===== config.mk =====
export PLATFORM = sky130hd
export DESIGN_NAME = tone_melody_sequencer_top
export DESIGN_NICKNAME = d
export VERILOG_FILES = /design/src/rtl/tms_pkg.sv /design/src/rtl/tms_div.sv /design/src/rtl/tone_melody_sequencer_top.sv
export SDC_FILE = /design/constraint.sdc
export NUM_CORES = 2
export LEC_CHECK = 0
export ABC_AREA = 0
export BUFFER_PORTS_ARGS = -buffer_cell sky130_fd_sc_hd__buf_2
export CORE_ASPECT_RATIO = 0.6
export CORE_MARGIN = 5
export CORE_UTILIZATION = 25
export CTS_CLUSTER_DIAMETER = 120
export DETAILED_ROUTE_END_ITERATION = 10
export GPL_TIMING_DRIVEN = 0
export SYNTH_ARGS = -nofsm -noshare
export SYNTH_HDL_FRONTEND = slang
export SYNTH_HIERARCHICAL = 1
export SYNTH_SLANG_ARGS = --single-unit
export TNS_END_PERCENT = 5

===== constraint.sdc =====
create_clock -name clk -period 8.6 [get_ports clk]
set_input_delay 1.72 -clock clk [delete_from_list [all_inputs] [get_ports clk]]
set_output_delay 1.72 -clock clk [all_outputs]
set_load 0.1 [all_outputs]

===== src/rtl/tms_pkg.sv =====
// Shared constants and types for the tone melody sequencer.
package tms_pkg;

  // Timer input clock; each tone divisor is this value divided by the tone frequency.
  localparam int unsigned INPUT_CLOCK_HZ = 1193180;
  localparam int unsigned DIVIDEND_W     = $clog2(INPUT_CLOCK_HZ + 1);
  localparam int unsigned DIV_CNT_W      = $clog2(DIVIDEND_W);

  localparam int unsigned FREQ_W   = 16;
  localparam int unsigned DUR_W    = 16;
  localparam int unsigned BDUR_W   = 8;
  localparam int unsigned LEN_W    = 7;
  localparam int unsigned MAX_NOTES = 64;
  localparam int unsigned NOTE_AW  = $clog2(MAX_NOTES);

  localparam logic [FREQ_W-1:0] BEEP_FREQ_RST = 16'd1000;
  localparam logic [BDUR_W-1:0] BEEP_DUR_RST  = 8'd3;

  typedef enum logic [2:0] {
    CMD_TICK  = 3'd0,
    CMD_WRITE = 3'd1,
    CMD_START = 3'd2,
    CMD_STOP  = 3'd3,
    CMD_BEEP  = 3'd4
  } cmd_t;

  // Configuration register indexes.
  typedef enum logic [0:0] {
    REG_BEEP_FREQ = 1'b0,
    REG_BEEP_DUR  = 1'b1
  } reg_idx_t;

endpackage


===== src/rtl/tms_div.sv =====
// Restoring divider: the timer clock constant divided by a tone frequency, one bit per cycle.
module tms_div (
  input  logic                        clk,
  input  logic                        rst_n,
  input  logic                        start,
  input  logic [tms_pkg::FREQ_W-1:0]  den,
  output logic                        done,
  output logic [tms_pkg::FREQ_W-1:0]  quot
);

  logic                              busy_r;
  logic [tms_pkg::DIV_CNT_W-1:0]     cnt_r;
  logic [tms_pkg::DIVIDEND_W-1:0]    dvd_r;
  logic [tms_pkg::FREQ_W-1:0]        den_r;
  logic [tms_pkg::FREQ_W-1:0]        rem_r;
  logic [tms_pkg::FREQ_W-1:0]        quot_r;
  logic                              done_r;

  logic [tms_pkg::FREQ_W:0]          shifted;
  logic [tms_pkg::FREQ_W+1:0]        diff;
  logic                              qbit;

  assign shifted = {rem_r, dvd_r[tms_pkg::DIVIDEND_W-1]};
  assign diff    = {1'b0, shifted} - {2'b00, den_r};
  assign qbit    = ~diff[tms_pkg::FREQ_W+1];

  always_ff @(posedge clk) begin
    if (!rst_n) begin
      busy_r <= 1'b0;
      done_r <= 1'b0;
      cnt_r  <= '0;
    end else begin
      done_r <= 1'b0;
      if (start) begin
        busy_r <= 1'b1;
        cnt_r  <= '0;
      end else if (busy_r) begin
        cnt_r <= cnt_r + 1'b1;
        if (cnt_r == tms_pkg::DIV_CNT_W'(tms_pkg::DIVIDEND_W - 1)) begin
          busy_r <= 1'b0;
          done_r <= 1'b1;
        end
      end
    end
  end

  // The quotient register is only 16 bits wide, so the upper quotient bits fall off the top.
  always_ff @(posedge clk) begin
    if (start) begin
      dvd_r  <= tms_pkg::DIVIDEND_W'(tms_pkg::INPUT_CLOCK_HZ);
      den_r  <= den;
      rem_r  <= '0;
      quot_r <= '0;
    end else if (busy_r) begin
      dvd_r  <= {dvd_r[tms_pkg::DIVIDEND_W-2:0], 1'b0};
      rem_r  <= qbit ? diff[tms_pkg::FREQ_W-1:0] : shifted[tms_pkg::FREQ_W-1:0];
      quot_r <= {quot_r[tms_pkg::FREQ_W-2:0], qbit};
    end
  end

  assign done = done_r;
  assign quot = quot_r;

endmodule


===== src/rtl/tone_melody_sequencer_top.sv =====
// Top level of the tone melody sequencer: command sequencer, note table and status output.
//
//  channel | direction | handshake            | payload
//  --------+-----------+----------------------+-----------------------------------------
//  in      | input     | in_valid / in_stall  | command, slot, frequency, duration, length
//  out     | output    | out_valid / out_stall| speaker, divisor, playing, beep, position
//  cfg     | input     | cfg_we               | cfg_index, cfg_data
//
// One command at a time: a beat that needs no table read or divide goes straight to S_DONE,
// a table read adds the S_RD and S_USE states, and a tone divide adds S_DIV (one quotient
// bit per cycle over the 21-bit timer constant).
// Reset is synchronous and active low; the note table has no reset.
// in_stall is high from acceptance until the status beat is loaded into the output
// register; a stalled output only delays that load.
module tone_melody_sequencer_top (
  input  logic        clk,
  input  logic        rst_n,
  input  logic        in_valid,
  output logic        in_stall,
  input  logic [2:0]  in_command,
  input  logic [5:0]  in_note_slot,
  input  logic [15:0] in_note_frequency,
  input  logic [15:0] in_note_duration,
  input  logic [6:0]  in_melody_length,
  output logic        out_valid,
  input  logic        out_stall,
  output logic        out_speaker_on,
  output logic [15:0] out_tone_divisor,
  output logic        out_melody_playing,
  output logic        out_beep_active,
  output logic [6:0]  out_note_position,
  input  logic        cfg_we,
  input  logic [0:0]  cfg_index,
  input  logic [15:0] cfg_data
);

  typedef enum logic [4:0] {
    S_IDLE = 5'b00001,
    S_RD   = 5'b00010,
    S_USE  = 5'b00100,
    S_DIV  = 5'b01000,
    S_DONE = 5'b10000
  } state_t;

  state_t                           state_r, state_nxt;
  logic [tms_pkg::FREQ_W-1:0]       beep_freq_r;
  logic [tms_pkg::BDUR_W-1:0]       beep_dur_r;
  logic [tms_pkg::LEN_W-1:0]        len_r, len_nxt;
  logic [tms_pkg::LEN_W-1:0]        idx_r, idx_nxt;
  logic [tms_pkg::DUR_W-1:0]        ticks_r, ticks_nxt;
  logic [tms_pkg::BDUR_W-1:0]       beep_rem_r, beep_rem_nxt;
  logic                             playing_r, playing_nxt;
  logic                             gate_r, gate_nxt;
  logic [tms_pkg::FREQ_W-1:0]       divisor_r, divisor_nxt;
  logic [tms_pkg::NOTE_AW-1:0]      rd_addr_r, rd_addr_nxt;
  logic                             load_dur_r, load_dur_nxt;
  logic                             out_valid_r;

  logic [tms_pkg::FREQ_W+tms_pkg::DUR_W-1:0] note_mem [tms_pkg::MAX_NOTES];
  logic [tms_pkg::FREQ_W+tms_pkg::DUR_W-1:0] rd_data_r;
  logic [tms_pkg::FREQ_W-1:0]       rd_freq;
  logic [tms_pkg::DUR_W-1:0]        rd_dur;

  logic                             in_acc;
  logic                             out_load;
  logic                             mem_we;
  logic                             div_start;
  logic [tms_pkg::FREQ_W-1:0]       div_den;
  logic                             div_done;
  logic [tms_pkg::FREQ_W-1:0]       div_quot;
  logic [tms_pkg::LEN_W-1:0]        idx_inc;
  logic [tms_pkg::BDUR_W-1:0]       beep_dec;

  assign in_acc   = in_valid && !in_stall;
  assign in_stall = (state_r != S_IDLE);
  assign out_load = (state_r == S_DONE) && (!out_valid_r || !out_stall);
  assign rd_freq  = rd_data_r[tms_pkg::FREQ_W+tms_pkg::DUR_W-1:tms_pkg::DUR_W];
  assign rd_dur   = rd_data_r[tms_pkg::DUR_W-1:0];
  assign idx_inc  = idx_r + 1'b1;
  assign beep_dec = beep_rem_r - 1'b1;
  assign mem_we   = in_acc && (tms_pkg::cmd_t'(in_command) == tms_pkg::CMD_WRITE);

  tms_div u_div (
    .clk   (clk),
    .rst_n (rst_n),
    .start (div_start),
    .den   (div_den),
    .done  (div_done),
    .quot  (div_quot)
  );

  always_ff @(posedge clk) begin
    if (mem_we) begin
      note_mem[in_note_slot] <= {in_note_frequency, in_note_duration};
    end
  end

  always_ff @(posedge clk) begin
    rd_data_r <= note_mem[rd_addr_r];
  end

  always_comb begin
    state_nxt    = state_r;
    len_nxt      = len_r;
    idx_nxt      = idx_r;
    ticks_nxt    = ticks_r;
    beep_rem_nxt = beep_rem_r;
    playing_nxt  = playing_r;
    gate_nxt     = gate_r;
    divisor_nxt  = divisor_r;
    rd_addr_nxt  = rd_addr_r;
    load_dur_nxt = load_dur_r;
    div_start    = 1'b0;
    div_den      = rd_freq;

    case (state_r)
      S_IDLE: begin
        if (in_acc) begin
          state_nxt = S_DONE;
          case (tms_pkg::cmd_t'(in_command))
            tms_pkg::CMD_TICK: begin
              if (beep_rem_r != '0) begin
                beep_rem_nxt = beep_dec;
                if (beep_dec == '0) begin
                  // The beep ends: silence, or bring back the current note.
                  if (!playing_r) begin
                    gate_nxt = 1'b0;
                  end else if (idx_r < len_r) begin
                    rd_addr_nxt  = idx_r[tms_pkg::NOTE_AW-1:0];
                    load_dur_nxt = 1'b0;
                    state_nxt    = S_RD;
                  end
                end
              end else if (playing_r) begin
                if (ticks_r != '0) begin
                  ticks_nxt = ticks_r - 1'b1;
                end else begin
                  idx_nxt = idx_inc;
                  if (idx_inc >= len_r) begin
                    playing_nxt = 1'b0;
                    gate_nxt    = 1'b0;
                    len_nxt     = '0;
                  end else begin
                    rd_addr_nxt  = idx_inc[tms_pkg::NOTE_AW-1:0];
                    load_dur_nxt = 1'b1;
                    state_nxt    = S_RD;
                  end
                end
              end
            end
            tms_pkg::CMD_START: begin
              if (in_melody_length != '0) begin
                if (in_melody_length > tms_pkg::LEN_W'(tms_pkg::MAX_NOTES)) begin
                  len_nxt = tms_pkg::LEN_W'(tms_pkg::MAX_NOTES);
                end else begin
                  len_nxt = in_melody_length;
                end
                idx_nxt      = '0;
                playing_nxt  = 1'b1;
                rd_addr_nxt  = '0;
                load_dur_nxt = 1'b1;
                state_nxt    = S_RD;
              end
            end
            tms_pkg::CMD_STOP: begin
              playing_nxt = 1'b0;
              gate_nxt    = 1'b0;
              len_nxt     = '0;
            end
            tms_pkg::CMD_BEEP: begin
              beep_rem_nxt = beep_dur_r;
              if (beep_freq_r != '0) begin
                div_start = 1'b1;
                div_den   = beep_freq_r;
                state_nxt = S_DIV;
              end
            end
            default: begin
            end
          endcase
        end
      end
      S_RD: begin
        state_nxt = S_USE;
      end
      S_USE: begin
        if (load_dur_r) begin
          ticks_nxt = rd_dur;
        end
        if (rd_freq != '0) begin
          div_start = 1'b1;
          state_nxt = S_DIV;
        end else begin
          // A rest silences the speaker unless a beep is still sounding.
          if (beep_rem_r == '0) begin
            gate_nxt = 1'b0;
          end
          state_nxt = S_DONE;
        end
      end
      S_DIV: begin
        if (div_done) begin
          divisor_nxt = div_quot;
          gate_nxt    = 1'b1;
          state_nxt   = S_DONE;
        end
      end
      S_DONE: begin
        if (out_load) begin
          state_nxt = S_IDLE;
        end
      end
      default: begin
        state_nxt = S_IDLE;
      end
    endcase
  end

  always_ff @(posedge clk) begin
    if (!rst_n) begin
      state_r    <= S_IDLE;
      len_r      <= '0;
      idx_r      <= '0;
      ticks_r    <= '0;
      beep_rem_r <= '0;
      playing_r  <= 1'b0;
      gate_r     <= 1'b0;
      divisor_r  <= '0;
      rd_addr_r  <= '0;
      load_dur_r <= 1'b0;
    end else begin
      state_r    <= state_nxt;
      len_r      <= len_nxt;
      idx_r      <= idx_nxt;
      ticks_r    <= ticks_nxt;
      beep_rem_r <= beep_rem_nxt;
      playing_r  <= playing_nxt;
      gate_r     <= gate_nxt;
      divisor_r  <= divisor_nxt;
      rd_addr_r  <= rd_addr_nxt;
      load_dur_r <= load_dur_nxt;
    end
  end

  always_ff @(posedge clk) begin
    if (!rst_n) begin
      beep_freq_r <= tms_pkg::BEEP_FREQ_RST;
      beep_dur_r  <= tms_pkg::BEEP_DUR_RST;
    end else if (cfg_we) begin
      case (tms_pkg::reg_idx_t'(cfg_index))
        tms_pkg::REG_BEEP_FREQ: beep_freq_r <= cfg_data;
        tms_pkg::REG_BEEP_DUR:  beep_dur_r  <= cfg_data[tms_pkg::BDUR_W-1:0];
        default: begin
        end
      endcase
    end
  end

  always_ff @(posedge clk) begin
    if (!rst_n) begin
      out_valid_r <= 1'b0;
    end else if (out_load) begin
      out_valid_r <= 1'b1;
    end else if (!out_stall) begin
      out_valid_r <= 1'b0;
    end
  end

  always_ff @(posedge clk) begin
    if (out_load) begin
      out_speaker_on     <= gate_r;
      out_tone_divisor   <= divisor_r;
      out_melody_playing <= playing_r;
      out_beep_active    <= (beep_rem_r != '0);
      out_note_position  <= idx_r;
    end
  end

  assign out_valid = out_valid_r;

  // While a melody plays, the note index stays inside the active length.
  a_idx_in_range: assert property (@(posedge clk) disable iff (!rst_n)
    playing_r |-> (idx_r < len_r))
    else $error("note index outside active melody length");

  // The divider only reports completion while the sequencer waits for it.
  a_div_done_in_div: assert property (@(posedge clk) disable iff (!rst_n)
    div_done |-> (state_r == S_DIV))
    else $error("divider done outside divide state");

  // An accepted beat holds off the input until its status beat is produced.
  a_accept_stalls: assert property (@(posedge clk) disable iff (!rst_n)
    in_acc |=> in_stall)
    else $error("input not stalled after an accepted beat");

  // A status beat is loaded only when the output register can take it.
  a_out_no_overwrite: assert property (@(posedge clk) disable iff (!rst_n)
    (out_valid_r && out_stall) |-> !out_load)
    else $error("status beat overwritten while stalled");

endmodule


==> out/qor.yml <==
routing:
  num_vias: 46600
  wl_per_cell_um: 27.4
  firstDrtPassIters: 6
  finalWirelength_mm: 259
  drt_iter0_markers: 7367
  drc: 0
  via_per_inst: 4.93
  ant_nets: 0
final_layout:
  nNetsFinal: 4700
  multi_input_area_mm2: 0.0211
  area_growth_pct: 16.9
  drive_gt1_frac: 0.274
  n_fill_cell: 33900
  final_core_util: 0.294
  ff_latch_area_mm2: 0.0664
floorplan:
  rows: 168
  die_w_um: 777
  die_h_um: 470
  fp.coreArea_mm2: 0.350
  die_area_mm2: 0.365
  boundaryPins: 98
  start_util: 0.252
status:
  status: "finished, violations left"
  failed_checks: "max-capacitance violations, max-slew violations"
clock_tree:
  path_clk_slew_ns: 0.07
  cts_buffers: 204
  tritoncts: "built"
  worstSkewPairLatency_ns: 0.86
  ctsResizeCount: 0
  holdBufCountCts: 0
  root_buffer: "clkbuf_16"
  cts_buffer_depth: 4
  post_cts_buffers: 0
  h-tree-depth: 4
  clkSinkCount: 2273
timing:
  fmax_mhz: 212
  tns_ns: 0
  fin_skew_ns: 0.0403
  hold_violations: 0
  worst_slew_pin_slew_ns: 1.50
  setup_violations: 0
  timing.slew.headroom: -0.00208
  maxSlewViolCount: 10
  rsz0062_at_grt: "no"
  fin_crit_ns: 4.71
  period_share: 0.548
yosys:
  synthAdderAreaFrac: 0.00533
  ys_warn_count: 6
  syn_area_mm2: 0.0882
  synth_cells: 4217
  synthXorXnorAreaFrac: 0.00268
  synth_fp_nets: 4324
  yosysSeqAreaShare: 0.753
  yosys.area_share.simple: 0.0303
  synth_edf_count: 2090
  avgSynthCellArea_um2: 20.9
  muxShareOfSynthArea: 0.170
  yosysUniqueCellTypes: 88
  synth_top_family_by_area: "multiplexers"
  synth_compound_area_frac: 0.0255
  synth-async-reset-ratio: 0
  synth-seq-cells: 2273
  synthFlopType: "edfxtp_1"
worst_setup_path:
  cp.arrival_ns: 5.23
  crit_type: "input pin to flip-flop"
  startpoint_type: "input pin"
  required_ns: 9.12
  end_kind: "flip-flop"
  critPathMaxFanout: 18
global_routing:
  grt_max_degree: 65
  grt_util_all_layers: 0.137
  grt_antenna_before_repair: 47
  grt_first_pass_wirelength_mm: 357
  grt_overflow: 0
  grt_pass1_vias: 44500
power:
  finalPower_mw: 22.6
  p_leak_nw: 30.7
  ir_drop_mv: 0.173
  power.density_mw_per_mm2: 219
job:
  drv_cap: 1
placement:
  gp_congestion: 0.849
  hpwlAfterDp_mm: 174
  io_buffer_count: 94
worst_hold_path:
  worstHoldPathType: "flip-flop to flip-flop"
==> state kept, by name (all words and copies together) (netlist names), 5 cells and up <==
name and count:
divisor_r 16, out_tone_divisor 16, out_note_position 7, rd_addr_r 6, u_div/den_r 16, u_div/cnt_r 5
idx_r 7, u_div/dvd_r 19, beep_freq_r 16, ticks_r 16, note_mem 2048, beep_rem_r 8
len_r 7, beep_dur_r 8, u_div/quot 16, state_r 5, u_div/rem_r 16, rd_data_r 32
==> final timing paths <==
path,from,slack (ns),to,cells after the start
setup / recovery,in_command[0],3.89,note_mem[38][13],6
hold reg to reg,divisor_r[15],0.43,out_tone_divisor[15],0
hold / removal,divisor_r[15],0.43,out_tone_divisor[15],0
setup reg to reg,rd_addr_r[0],4.13,rd_data_r[20],7
==> report_power, final <==
group          switching (mW)  total, mW  internal [mW]
Clock                    4.09       8.98           4.90
Sequential              0.110       12.3           12.2
Combinational           0.815       1.29          0.477
Total                    5.01       22.6           17.6
==> cell type report <==
type,count,share of cell area
Antenna cell,36,0.000874
Multi-Input combinational cell,1675,0.205
Inverter,38,0.00138
Tap cell,4675,0.0567
Clock inverter,107,0.00893
Sequential cell,2273,0.644
Timing Repair Buffer,170,0.0207
Buffer,231,0.00985
Clock buffer,254,0.0526
==> stage by stage <==
step | cell area [um2] | setup slack (ns) | cells | hold WS, ns
global route | 103000 | 3.86 | 9426 | 0.453
floorplan | 88200 | 4.01 | 4217 | 0.403
global placement | 94500 | 0.400 | 8986 | 0.418
detailed placement | 96600 | 3.13 | 9060 | 0.418
finish | 103000 | 3.89 | 9459 | 0.432
CTS | 103000 | 4.00 | 9421 | 0.435
==> synth_stat cells, types with 7 or more instances <==
library cell | n | area (um2)
a211oi_1 | 18 | 135
a21boi_0 | 19 | 143
a21o_1 | 11 | 82.6
a21oi_1 | 71 | 355
a22oi_1 | 34 | 255
a311oi_1 | 9 | 78.8
a31o_2 | 13 | 114
a31oi_1 | 10 | 62.6
and3_1 | 22 | 138
buf_1 | 25 | 93.8
buf_2 | 86 | 430
clkbuf_1 | 114 | 428
dfxtp_1 | 183 | 3660
edfxtp_1 | 2090 | 62800
ha_1 | 36 | 450
inv_1 | 37 | 139
mux2_2 | 16 | 180
mux2i_1 | 83 | 831
mux4_2 | 621 | 14000
nand2_1 | 203 | 762
nand2b_1 | 7 | 43.8
nand3_1 | 45 | 225
nand4_1 | 10 | 62.6
nor2_1 | 154 | 578
nor2b_1 | 18 | 113
nor3_1 | 18 | 90.1
nor4_1 | 10 | 62.6
o21ai_0 | 53 | 265
o221ai_1 | 12 | 105
o22ai_1 | 22 | 138
o31ai_1 | 8 | 60.1
or2_2 | 8 | 50.1
or3_1 | 8 | 50.1
or4_1 | 9 | 67.6
xnor2_1 | 16 | 140
xor2_1 | 11 | 96.3
==> cell usage in the layout, fill, tap and decap left out, types with 11 or more instances in the layout <==
master     instances
clkbuf_16        209
clkinv_2          37
buf_16            19
nor2_1            90
edfxtp_1        2090
inv_1             37
nor3_1            18
buf_12            56
nand3_1           45
bufinv_16         14
ha_1              36
mux2i_1           83
buf_2            181
buf_1             24
nor2b_1           18
a211oi_1          18
mux2_2            16
dfxtp_1          183
xnor2_1           16
a21oi_1           70
nor2_4            64
nand2_1          203
and3_1            22
a21boi_0          19
a21o_1            11
a22oi_1           34
mux4_2           621
clkinv_1          37
o221ai_1          12
xor2_1            11
clkbuf_1         149
diode_2           36
o22ai_1           22
o21ai_0           53
a31o_2            13
==> worst max-delay path, stage by stage <==
cell	delay (ns)
buf_2	0.12
clkbuf_1	0.36
nor4b_2	0.86
nand3_1	0.86
nor2_4	0.97
buf_12	0.30
==> cells by family after synthesis <==
logic type,count (synthesis)
DFF,2273
AOI/OAI and AO/OA,334
muxes,720
xor gates and xnor gates,27
adders and majority gates,37
buffers and inverters,269
and+or+nand+nor,557
==> layer usage <==
metal | GRT usage | up-vias | wire (um)
met2 | 0.184 | 2938 | 104000
met5 | 0 | - | 55
met4 | 0.0315 | 8 | 6460
met3 | 0.0516 | 407 | 35200
met1 | 0.207 | 24900 | 113000
li1 | - | 18300 | -
Note: power is estimated with default switching activity, not from simulation.
